<file path="config.mk">
export PLATFORM = sky130hd
export DESIGN_NAME = packed_sample_frame_builder
export DESIGN_NICKNAME = d
export VERILOG_FILES = /design/src/hdl/psfb_pkg.sv /design/src/hdl/psfb_unpack.sv /design/src/hdl/packed_sample_frame_builder.sv
export SDC_FILE = /design/constraint.sdc
export NUM_CORES = 1
export LEC_CHECK = 0
export BUFFER_PORTS_ARGS = -buffer_cell sky130_fd_sc_hd__buf_2
export CORE_AREA = 5 5 101 197
export CTS_CLUSTER_DIAMETER = 30
export DETAILED_ROUTE_END_ITERATION = 7
export DIE_AREA = 0 0 106 202
export PLACE_DENSITY = 0.85
export SYNTH_ARGS = -nofsm -noshare
export SYNTH_HDL_FRONTEND = slang
export SYNTH_SLANG_ARGS = --single-unit
</file>
<file path="constraint.sdc">
create_clock -name aclk -period 14 [get_ports aclk]
set_clock_uncertainty 0.15 [all_clocks]
set_input_delay 2.1 -clock aclk [delete_from_list [all_inputs] [get_ports aclk]]
set_output_delay 2.1 -clock aclk [all_outputs]
set_load 0.05 [all_outputs]
</file>
<file path="src/hdl/psfb_pkg.sv">
// Shared constants, types and byte-slot codes of the packed sample frame builder.
// No dependencies; imported by every module of the block.
`timescale 1ns / 1ps

package psfb_pkg;

    // Frame geometry
    localparam int CHUNK_SAMPLES = 512;
    localparam int POS_W         = $clog2(CHUNK_SAMPLES);
    localparam int META_BYTES    = 10;
    localparam logic [15:0] BODY_LEN_FIELD = 16'(META_BYTES + 3 * CHUNK_SAMPLES);
    localparam logic [15:0] CHUNK_LEN   = 16'(CHUNK_SAMPLES);
    localparam logic [31:0] CHUNK_STEP  = 32'(CHUNK_SAMPLES);

    // Port widths
    localparam int S_TDATA_W  = 48;
    localparam int M_TDATA_W  = 8;
    localparam int M_TUSER_W  = 2;
    localparam int CFG_ADDR_W = 2;
    localparam int CFG_DATA_W = 18;
    localparam int RATE_W     = 18;

    // Converter word decoding
    localparam logic [15:0] CHAN_BIT    = 16'h4000;
    localparam logic [15:0] MARK_MASK   = 16'hC003;
    localparam logic [15:0] MARK_SECOND = 16'h4000;
    localparam logic [11:0] CODE_FLIP   = 12'h800;

    // Configuration register indexes
    typedef enum logic [CFG_ADDR_W-1:0] {
        REG_HEADER_FIRST  = 2'd0,
        REG_HEADER_SECOND = 2'd1,
        REG_FRAME_TYPE    = 2'd2,
        REG_SAMPLE_RATE   = 2'd3
    } cfg_reg_t;

    // Byte slots of one item's output
    typedef logic [4:0] byte_idx_t;
    localparam byte_idx_t IDX_SYNC_A     = 5'd0;
    localparam byte_idx_t IDX_SYNC_B     = 5'd1;
    localparam byte_idx_t IDX_TYPE       = 5'd2;
    localparam byte_idx_t IDX_LEN_HI     = 5'd3;
    localparam byte_idx_t IDX_LEN_LO     = 5'd4;
    localparam byte_idx_t IDX_SEQ_B3     = 5'd5;
    localparam byte_idx_t IDX_SEQ_B2     = 5'd6;
    localparam byte_idx_t IDX_SEQ_B1     = 5'd7;
    localparam byte_idx_t IDX_SEQ_B0     = 5'd8;
    localparam byte_idx_t IDX_RATE_B3    = 5'd9;
    localparam byte_idx_t IDX_RATE_B2    = 5'd10;
    localparam byte_idx_t IDX_RATE_B1    = 5'd11;
    localparam byte_idx_t IDX_RATE_B0    = 5'd12;
    localparam byte_idx_t IDX_COUNT_HI   = 5'd13;
    localparam byte_idx_t IDX_COUNT_LO   = 5'd14;
    localparam byte_idx_t IDX_SAMPLE_HI  = 5'd15;
    localparam byte_idx_t IDX_SAMPLE_MID = 5'd16;
    localparam byte_idx_t IDX_SAMPLE_LO  = 5'd17;
    localparam byte_idx_t IDX_CHECKSUM   = 5'd18;

    // Decoded sample handed from the unpacker to the framer
    typedef struct packed {
        logic [23:0] code_pair;   // second channel code in [23:12], first in [11:0]
        logic        invalid;
    } sample_t;

endpackage

</file>
<file path="src/hdl/psfb_unpack.sv">
// Converter word pair decoder: channel swap, marker check and offset-binary to
// two's-complement conversion. Depends on psfb_pkg.
`timescale 1ns / 1ps

module psfb_unpack
    import psfb_pkg::*;
(
    input  logic [15:0] word_first,
    input  logic [15:0] word_second,
    output sample_t     sample
);

    logic        swap;
    logic [15:0] chan_a;
    logic [15:0] chan_b;

    // Put the word with the channel bit clear first
    assign swap   = ((word_first & CHAN_BIT) != '0) && ((word_second & CHAN_BIT) == '0);
    assign chan_a = swap ? word_second : word_first;
    assign chan_b = swap ? word_first  : word_second;

    // Check markers and flip the sign bit of each 12-bit code
    always_comb begin
        sample.invalid   = ((chan_a & MARK_MASK) != '0) || ((chan_b & MARK_MASK) != MARK_SECOND);
        sample.code_pair = {chan_b[13:2] ^ CODE_FLIP, chan_a[13:2] ^ CODE_FLIP};
    end

endmodule

</file>
<file path="src/hdl/packed_sample_frame_builder.sv">
// Packed sample frame builder: turns converter word pairs into a framed byte stream.
// One sample transaction in yields 3 output bytes for an ordinary sample, 18 for the
// first sample of a chunk (15 header bytes ahead of it) and 4 for the last (checksum
// byte after it). The byte-wide output register moves one byte per cycle when not
// stalled by m_tready. An input register lets the next sample transaction be taken
// while the current one is serialized; samples pass input, work and output registers.
// Configuration writes are only to be made while the block is idle.
// Depends on psfb_pkg and psfb_unpack.
`timescale 1ns / 1ps

module packed_sample_frame_builder
    import psfb_pkg::*;
(
    input  logic                  aclk,
    input  logic                  aresetn,
    // s_tdata: word_first [15:0], word_second [31:16], sequence_low [47:32]
    input  logic                  s_tvalid,
    output logic                  s_tready,
    input  logic [S_TDATA_W-1:0]  s_tdata,
    // m_tdata: data_byte [7:0]; m_tlast: frame_end
    output logic                  m_tvalid,
    input  logic                  m_tready,
    output logic [M_TDATA_W-1:0]  m_tdata,
    output logic                  m_tlast,
    // m_tuser: item_last [0], sample_invalid [1]
    output logic [M_TUSER_W-1:0]  m_tuser,
    input  logic                  cfg_wr_en,
    input  logic [CFG_ADDR_W-1:0] cfg_addr,
    input  logic [CFG_DATA_W-1:0] cfg_wdata
);

    // Configuration
    logic [7:0]        header_first_reg;
    logic [7:0]        header_second_reg;
    logic [7:0]        frame_type_reg;
    logic [RATE_W-1:0] sample_rate_reg;

    // Input register
    logic                 in_valid_reg, in_valid_next;
    logic [S_TDATA_W-1:0] in_data_reg;

    // Work register: the item being serialized
    logic        work_valid_reg, work_valid_next;
    logic [23:0] work_pair_reg;
    logic        work_invalid_reg;
    logic        work_end_reg;
    logic [31:0] work_seq_reg;
    byte_idx_t   work_idx_reg, work_idx_next;

    // Frame state
    logic [POS_W-1:0] pos_reg, pos_next;
    logic [7:0]       check_reg, check_next;
    logic [31:0]      expected_reg, expected_next;
    logic             seq_known_reg, seq_known_next;
    logic [31:0]      invalid_count_reg, invalid_count_next;

    // Output register
    logic                 m_valid_reg;
    logic [M_TDATA_W-1:0] m_data_reg;
    logic                 m_last_reg;
    logic [M_TUSER_W-1:0] m_user_reg;

    logic        s_accept;
    logic        out_ready;
    logic        emit;
    logic        last_byte;
    logic        work_done;
    logic        load_work;
    logic        is_start;
    logic        is_end;
    logic [15:0] seq_low;
    logic [15:0] seq_delta;
    logic [31:0] first_seq;
    logic [7:0]  cur_byte;
    logic        cur_checked;
    logic [7:0]  check_base;
    sample_t     sample;

    psfb_unpack u_unpack (
        .word_first  (in_data_reg[15:0]),
        .word_second (in_data_reg[31:16]),
        .sample      (sample)
    );

    // Handshake and flow control
    assign out_ready = !m_valid_reg || m_tready;
    assign emit      = work_valid_reg && out_ready;
    assign last_byte = work_end_reg ? (work_idx_reg == IDX_CHECKSUM)
                                    : (work_idx_reg == IDX_SAMPLE_LO);
    assign work_done = emit && last_byte;
    assign load_work = in_valid_reg && (!work_valid_reg || work_done);
    assign s_tready  = !in_valid_reg || load_work;
    assign s_accept  = s_tvalid && s_tready;

    assign m_tvalid = m_valid_reg;
    assign m_tdata  = m_data_reg;
    assign m_tlast  = m_last_reg;
    assign m_tuser  = m_user_reg;

    // Chunk position and sequence rebuild for the item moving to the work register
    assign is_start  = (pos_reg == '0);
    assign is_end    = (pos_reg == POS_W'(CHUNK_SAMPLES - 1));
    assign seq_low   = in_data_reg[47:32];
    assign seq_delta = seq_low - expected_reg[15:0];
    assign first_seq = seq_known_reg ? (expected_reg + {{16{seq_delta[15]}}, seq_delta})
                                     : {16'd0, seq_low};

    always_comb begin
        in_valid_next      = in_valid_reg;
        pos_next           = pos_reg;
        expected_next      = expected_reg;
        seq_known_next     = seq_known_reg;
        invalid_count_next = invalid_count_reg;
        work_valid_next    = work_valid_reg;

        if (load_work) begin
            in_valid_next = 1'b0;
        end
        if (s_accept) begin
            in_valid_next = 1'b1;
        end

        if (work_done) begin
            work_valid_next = 1'b0;
        end
        if (load_work) begin
            work_valid_next = 1'b1;
            pos_next        = is_end ? '0 : pos_reg + 1'b1;
            if (is_start) begin
                expected_next  = first_seq + CHUNK_STEP;
                seq_known_next = 1'b1;
            end
            if (sample.invalid && (invalid_count_reg != '1)) begin
                invalid_count_next = invalid_count_reg + 32'd1;
            end
        end
    end

    // Select the byte for the current slot
    always_comb begin
        case (work_idx_reg)
            IDX_SYNC_A:     cur_byte = header_first_reg;
            IDX_SYNC_B:     cur_byte = header_second_reg;
            IDX_TYPE:       cur_byte = frame_type_reg;
            IDX_LEN_HI:     cur_byte = BODY_LEN_FIELD[15:8];
            IDX_LEN_LO:     cur_byte = BODY_LEN_FIELD[7:0];
            IDX_SEQ_B3:     cur_byte = work_seq_reg[31:24];
            IDX_SEQ_B2:     cur_byte = work_seq_reg[23:16];
            IDX_SEQ_B1:     cur_byte = work_seq_reg[15:8];
            IDX_SEQ_B0:     cur_byte = work_seq_reg[7:0];
            IDX_RATE_B3:    cur_byte = 8'd0;
            IDX_RATE_B2:    cur_byte = {6'd0, sample_rate_reg[17:16]};
            IDX_RATE_B1:    cur_byte = sample_rate_reg[15:8];
            IDX_RATE_B0:    cur_byte = sample_rate_reg[7:0];
            IDX_COUNT_HI:   cur_byte = CHUNK_LEN[15:8];
            IDX_COUNT_LO:   cur_byte = CHUNK_LEN[7:0];
            IDX_SAMPLE_HI:  cur_byte = work_pair_reg[23:16];
            IDX_SAMPLE_MID: cur_byte = work_pair_reg[15:8];
            IDX_SAMPLE_LO:  cur_byte = work_pair_reg[7:0];
            IDX_CHECKSUM:   cur_byte = check_reg;
            default:        cur_byte = 8'd0;
        endcase
    end

    // Checksum covers everything from the sequence field through the sample bytes
    assign cur_checked = (work_idx_reg >= IDX_SEQ_B3) && (work_idx_reg <= IDX_SAMPLE_LO);
    assign check_base  = (work_idx_reg == IDX_SYNC_A) ? 8'd0 : check_reg;

    always_comb begin
        check_next    = check_reg;
        work_idx_next = work_idx_reg;
        if (emit) begin
            check_next    = cur_checked ? (check_base ^ cur_byte) : check_base;
            work_idx_next = work_idx_reg + 5'd1;
        end
        if (load_work) begin
            work_idx_next = is_start ? IDX_SYNC_A : IDX_SAMPLE_HI;
        end
    end

    // Configuration writes
    always_ff @(posedge aclk) begin
        if (!aresetn) begin
            header_first_reg  <= '0;
            header_second_reg <= '0;
            frame_type_reg    <= '0;
            sample_rate_reg   <= '0;
        end else if (cfg_wr_en) begin
            case (cfg_addr)
                REG_HEADER_FIRST:  header_first_reg  <= cfg_wdata[7:0];
                REG_HEADER_SECOND: header_second_reg <= cfg_wdata[7:0];
                REG_FRAME_TYPE:    frame_type_reg    <= cfg_wdata[7:0];
                REG_SAMPLE_RATE:   sample_rate_reg   <= cfg_wdata[RATE_W-1:0];
                default: ;
            endcase
        end
    end

    // Control and frame state
    always_ff @(posedge aclk) begin
        if (!aresetn) begin
            in_valid_reg      <= 1'b0;
            work_valid_reg    <= 1'b0;
            work_idx_reg      <= IDX_SYNC_A;
            pos_reg           <= '0;
            check_reg         <= '0;
            expected_reg      <= '0;
            seq_known_reg     <= 1'b0;
            invalid_count_reg <= '0;
            m_valid_reg       <= 1'b0;
        end else begin
            in_valid_reg      <= in_valid_next;
            work_valid_reg    <= work_valid_next;
            work_idx_reg      <= work_idx_next;
            pos_reg           <= pos_next;
            check_reg         <= check_next;
            expected_reg      <= expected_next;
            seq_known_reg     <= seq_known_next;
            invalid_count_reg <= invalid_count_next;
            if (emit) begin
                m_valid_reg <= 1'b1;
            end else if (m_tready) begin
                m_valid_reg <= 1'b0;
            end
        end
    end

    // Payload registers
    always_ff @(posedge aclk) begin
        if (s_accept) begin
            in_data_reg <= s_tdata;
        end
        if (load_work) begin
            work_pair_reg    <= sample.code_pair;
            work_invalid_reg <= sample.invalid;
            work_end_reg     <= is_end;
            work_seq_reg     <= first_seq;
        end
        if (emit) begin
            m_data_reg <= cur_byte;
            m_last_reg <= (work_idx_reg == IDX_CHECKSUM);
            m_user_reg <= {work_invalid_reg, last_byte};
        end
    end

endmodule

</file>
==> results of run 1 <==
## cell usage in the layout, fill, tap and decap left out, types with 7 or more instances in the layout
| cell | instances |
|---|---|
| dfxtp_1 | 100 |
| xor2_1 | 20 |
| ha_1 | 57 |
| xnor2_1 | 38 |
| inv_1 | 40 |
| nand3_1 | 29 |
| mux2i_1 | 29 |
| nand4_1 | 28 |
| a21o_1 | 17 |
| a221oi_1 | 13 |
| nor2_1 | 112 |
| a21oi_1 | 90 |
| clkbuf_16 | 27 |
| and3_1 | 14 |
| nor3_1 | 20 |
| o21ai_0 | 35 |
| or3_1 | 9 |
| a211oi_1 | 21 |
| edfxtp_1 | 117 |
| buf_2 | 85 |
| nor2b_1 | 12 |
| o21a_1 | 7 |
| a22o_1 | 7 |
| buf_4 | 10 |
| o21ai_1 | 10 |
| nand2b_1 | 14 |
| nand2_1 | 202 |
| a22oi_1 | 17 |
## layout make-up
type | instances | area [sq um] | share of cell area
Timing Repair Buffer | 95 | 500 | 0.0378
Inverter | 43 | 161 | 0.0122
Tap cell | 216 | 270 | 0.0204
Sequential cell | 217 | 5520 | 0.417
Multi-Input combinational cell | 915 | 5850 | 0.442
Clock inverter | 19 | 245 | 0.0185
Antenna cell | 2 | 5.00 | 0.000378
Clock buffer | 29 | 693 | 0.0524
## cells in the mapped netlist, drive strengths merged, types with 4 or more instances
cell type,n
nand3,31
or2,5
nor2,113
edfxtp,117
a221oi,13
a2111oi,4
nand2b,14
nor2b,14
a211oi,25
a22o,7
and2,7
a21oi,91
o211ai,5
nor4,7
dfxtp,100
a21boi,4
a31oi,6
ha,57
mux2i,30
a21o,17
o21ai,45
o21a,7
xnor2,38
nand3b,4
mux2,6
a222oi,6
o31ai,4
nand2,202
nand4,28
buf,7
or3,9
nor3,22
xor2,20
and3,15
clkbuf,39
a22oi,17
inv,42
a221o,4
## logic make-up after synthesis
kind of cell | after synthesis | synth area share
compound gates | 277 | 0.163
xor+xnor | 59 | 0.0454
fa+ha+maj | 59 | 0.0644
buf+inv | 89 | 0.0289
flops | 217 | 0.472
mux | 36 | 0.0325
simple gates | 484 | 0.195
## final timing paths
path | slack, ns | from | depth (start not counted) | endpoint
worst min-delay path | 0.30 | work_invalid_reg | 0 | m_tuser[1]
worst max register to register | 6.89 | in_data_reg[32] | 25 | expected_reg[28]
worst max-delay path | 6.89 | in_data_reg[32] | 25 | expected_reg[28]
worst min register to register | 0.30 | work_invalid_reg | 0 | m_tuser[1]
## per-layer routing
layer / vias to the layer above / wire [microns]
met2: 406 / 17900
met3: 169 / 1730
met5: - / 0
met4: 0 / 2890
li1: 4604 / -
met1: 4562 / 10600
## through the flow
stage                     power [uW]  setup slack (ns)
final                           1850              6.89
after global routing            1930              6.44
after CTS                       1860              7.18
after detailed placement        1150              7.40
after global placement          1140              7.60
after floorplan                 1040              8.51
## power by group through the flow
stage / clock (uW) / combinational, uW / sequential, uW
6_report: 706 / 409 / 739
5_1_grt: 741 / 447 / 741
4_1_cts: 713 / 404 / 738
3_5_place_dp: 0 / 399 / 751
3_3_place_gp: 0 / 393 / 750
2_1_floorplan: 0 / 289 / 748
==> results by group, run 1 <==
Worst setup path
  – Worst Path Arrival: 7.38 ns
  – Crit. End Element: flip-flop
  – Buf/Inv on CP: 1
  – Startpoint Class: flip-flop
  – CP max stage cell: nor4_1
  – CP required: between 10 and 15 ns
  – CP max stage delay: between 0.7 and 0.8 ns
  – Cell repeated most along the worst path: o21ai_0
  – Critical path's top delay family: simple AND/OR/NAND/NOR gates
  – CP Max Fanout: 7
  – WS Path Type: flip-flop to flip-flop

Synth
  – Syn nets: 1353
  – Top FF cell, synth: edfxtp_1
  – Yosys warns: 0
  – Share of the yosys chip area belonging to registers: 0.472
  – Synth top area cells: edfxtp_1 30%, dfxtp_1 17%, nand2_1 6.5%, ha_1 6.1%, a21oi_1 3.9%
  – Asr flop ratio synth: 0
  – Count of cell types in the netlist: 85
  – Syn avg cell area: 9.58 sq um
  – Synthesis-stage register bit count: ~220
  – Post-synth EDFFs: ~120
  – Cell count after synthesis: 1221
  – Mapped Area: between 10000 and 15000 sq um
  – Top cell type's share of synthesized area: 0.300
  – Synth area leader: edfxtp_1

Floorplan
  – Die Width: between 100 and 150 microns
  – Num ports: 86
  – Starting Density: 0.642
  – Rows: 70
  – Die area: roughly 21000 sq um
  – DIE HEIGHT: 202 microns
  – Core area: between 15000 and 20000 sq um

Clock network
  – CTS Sinks: ~220
  – CTS Buffer Depth: 3
  – Reg clk slew, reported paths: ~0.070 ns
  – H-tree depth: 1
  – Clock network latency to the later pin of the worst-skew pair: ~0.56 ns
  – Post-CTS Hold Fix Bufs: 0
  – CTS tree: built
  – Post-CTS Resized: 0
  – Total CTS buffers: 26
  – Root buffer cell: clkbuf_16
  – Postcts setup bufs: 0

Timing
  – F_max: between 100 and 150 MHz
  – Setup TNS: 0 ns
  – Final worst path period share: 0.508
  – Post-layout minimum cycle time: 7.11 ns
  – Worst Tran Pin Value: around 1.1 ns
  – Slew Viols, Final: 0
  – Final Hold Violating Endpoints: 0
  – Setup violators final: 0
  – RSZ-0062 raised after global routing: false
  – Relative slew slack: 0.282
  – Hold WS: about 0.3 ns

GRT
  – Met1 GRT Util: 0.301
  – Antenna violations before repair: 2
  – Grt ovf: 0
  – GR Util met2: 0.587
  – Global-route wire length before repair: approximately 52000 microns
  – Vias in the first global route: 10000
  – All-layer global routing usage: 0.311
  – Layer with the highest usage: met2
  – GRT met3 Usage: 0.0361
  – Largest net degree at the start of global routing: 88

Detailed routing
  – Detailed Routing Iterations Pass 1: 5
  – WL final: roughly 33000 microns
  – DRC errors left: 0
  – Via count: between 9000 and 10000
  – Vias per cell: between 6 and 7
  – Initial DRC Count: approximately 760
  – Detail Route Antenna Nets: 0
  – Routed WL per cell: ~22 microns

Power
  – Worst IR Drop VDD: around 130 uV
  – Sequential share of power: 0.399
  – Sw frac: 0.322
  – Pleak: ~0.0052 uW
  – Clock power frac: 0.381
  – Pwr/cell area: between 100 and 150 nW/um^2
  – Psw: ~600 uW
  – P_int: roughly 1300 uW
  – Logic pwr share: 0.221

Hold path
  – Hold Crit Class: flip-flop to flip-flop

Layout
  – Ratio of cells with drive above 1 in the final layout: 0.137
  – Total Nets Final: 1430
  – Fin area: approximately 13000 sq um
  – Number of fill cells: about 1300
  – Largest register FFs: 48
  – Final Non-Filler Cells: approximately 1500
  – Util after Layout: 0.727
  – Area grow syn2layout: 13.2%

Placement
  – Post-DP HPWL: about 24000 microns
  – Routability cong.: 0.982
  – Placed cell area: between 10000 and 15000 sq um
  – Placed cell count: around 1500
  – Port bufs: 85

Job
  – Max cap viols: 0

Outcome
  – Status: complete, no violations
(Power assumes the default switching activity.)
==> inputs of run 2 (changes only) <==
CORE_AREA = 5 5 104 204   (was 5 5 101 197)
DIE_AREA = 0 0 109 209   (was 0 0 106 202)
PLACE_DENSITY = 0.8   (was 0.85)
clock period = 7.37 ns   (was 14 ns; I/O delays follow)
==> results by group, run 2 (synthesis gave the netlist of run 1 again) <==
Timing
  – Final worst path period share: 0.861 (+0.353)
  – RSZ-0062 raised after global routing: false
  – Final Hold Violating Endpoints: 0 (unchanged)
  – Final WS setup: 1.02 ns (-5.87 ns)
  – Setup violators final: 0 (unchanged)
  – Setup TNS: 0 ns (unchanged)
  – Slew Viols, Final: 0 (unchanged)
  – Post-layout minimum cycle time: 6.35 ns (-0.760 ns)
  – F_max: 158 MHz (+12%)
  – Worst Tran Pin Value: 1.11 ns (+0.0366 ns)
  – Relative slew slack: 0.257 (-0.0244)

Clock network
  – Post-CTS Hold Fix Bufs: 0 (unchanged)
  – Root buffer cell: clkbuf_16
  – CTS Sinks: 217 (unchanged)
  – Post-CTS Resized: 0 (unchanged)
  – Reg clk slew, reported paths: 0.06 ns (about the same)
  – CTS tree: built
  – H-tree depth: 1 (unchanged)
  – Postcts setup bufs: 0 (unchanged)
  – Total CTS buffers: 27 (+3.8%)
  – Clock network latency to the later pin of the worst-skew pair: 0.56 ns (about the same)
  – CTS Buffer Depth: 3 (unchanged)

GRT
  – Antenna violations before repair: 0 (-2)
  – All-layer global routing usage: 0.264 (-0.0471)
  – Grt ovf: 0 (unchanged)
  – Vias in the first global route: 9533 (-4.9%)
  – Largest net degree at the start of global routing: 68 (-23%)
  – Global-route wire length before repair: 47700 microns (-8.3%)

Floorplan
  – Num ports: 86 (unchanged)
  – Rows: 73 (+4.3%)
  – Starting Density: 0.596 (-0.0464)
  – Die area: 22800 sq um (+6.4%)
  – Die Width: 109 microns (+2.8%)
  – DIE HEIGHT: 209 microns (+3.5%)
  – Core area: 19600 sq um (+7.8%)

Worst setup path
  – Worst Path Arrival: 6.65 ns (-0.73 ns)
  – Crit. End Element: flip-flop
  – Setup crit start: in_data_reg[32]
  – WS Path Type: flip-flop to flip-flop
  – Cell repeated most along the worst path: o21ai_0
  – Critical path's top delay family: compound AO/OA/AOI/OAI gates
  – Startpoint Class: flip-flop
  – Buf/Inv on CP: 1 (unchanged)
  – CP max stage delay: 0.49 ns (-0.27 ns)
  – CP max stage cell: fa_1
  – FF-to-FF Start: in_data_reg[32]
  – CP Max Fanout: 8 (+1)
  – CP required: 7.68 ns (-6.60 ns)

Placement
  – Placed cell count: 1530 (+3.0%)
  – Post-DP HPWL: 21900 microns (-9.7%)
  – Worst slack, placed: 1.13 ns (-6.26 ns)
  – Port bufs: 85 (unchanged)
  – Routability cong.: 0.942 (-4.0%)

Detailed routing
  – Via count: 9765 (+0.25%)
  – WL final: 29800 microns (-9.9%)
  – Vias per cell: 6.18 (-2.5%)
  – Routed WL per cell: 18.9 microns (-12%)
  – DRC errors left: 0 (unchanged)
  – Detail Route Antenna Nets: 0 (unchanged)
  – Detailed Routing Iterations Pass 1: 7 (+2)
  – Initial DRC Count: 807 (+6.6%)

Outcome
  – Status: complete, no violations

Power
  – Pwr/cell area: 266 nW/um^2 (+90%)
  – Pleak: 0.00522 uW (about the same)
  – Worst IR Drop VDD: 257 uV (+95%)
  – Power Total: 3550 uW (+91%)

Layout
  – Final Non-Filler Cells: 1580 (+2.9%)
  – Largest register FFs: 48 (unchanged)
  – Area grow syn2layout: 13.8%
  – Most common cell after layout, fill and taps aside: nand2_1
  – Total Nets Final: 1429 (-0.070%)
  – Ratio of cells with drive above 1 in the final layout: 0.137 (unchanged)
  – Most frequent cells in the layout: 202 x nand2_1, 117 x edfxtp_1, 112 x nor2_1
  – ANT cells: 0 (-2)

Job
  – Max cap viols: 0 (unchanged)

Hold path
  – Hold Crit Start: work_invalid_reg
  – Hold Crit Class: flip-flop to flip-flop
[run 2: metrics by stage]
stage / hold WS (ns) / utilization / area, sq um
after floorplan: 0.250 / - / 11700
after global placement: 0.265 / 0.628 / 12300
after detailed placement: 0.267 / 0.628 / 12300
after CTS: 0.282 / 0.678 / 13300
after global routing: 0.297 / 0.678 / 13300
final: 0.281 / 0.678 / 13300
[run 2: power by group]
group / switching (uW) / total, uW / internal (uW) / leakage [uW]
combinational: 485 / 759 / 274 / 0.00282
sequential: 48.3 / 1400 / 1360 / 0.00193
clock: 593 / 1380 / 788 / 0.000468
total: 1130 / 3550 / 2420 / 0.00522
[run 2: final cells by class]
class,instances,area [sq um]
fill,1515,6330
clock buffer,27,676
sequential,217,5520
multi-input combinational,915,5850
clock inverter,23,297
inverter,43,161
timing repair buffer,93,485
tap,262,328
[run 2: worst paths after layout]
check | to | slack [ns] | depth (start not counted)
setup / recovery | expected_reg[27] | 1.02 | 25
hold / removal | m_tuser[1] | 0.28 | 0
setup reg to reg | expected_reg[27] | 1.02 | 25
hold reg to reg | m_tuser[1] | 0.28 | 0
[run 2: routing by layer]
layer  up-vias  share of wire  wire, microns  GRT usage
li1       4618              -              -          -
met1      4632           0.39          11600      0.328
met3        98          0.068           2040     0.0365
met5         -              0              0          0
met2       417           0.50          14800      0.446
met4         0          0.048           1430      0.122
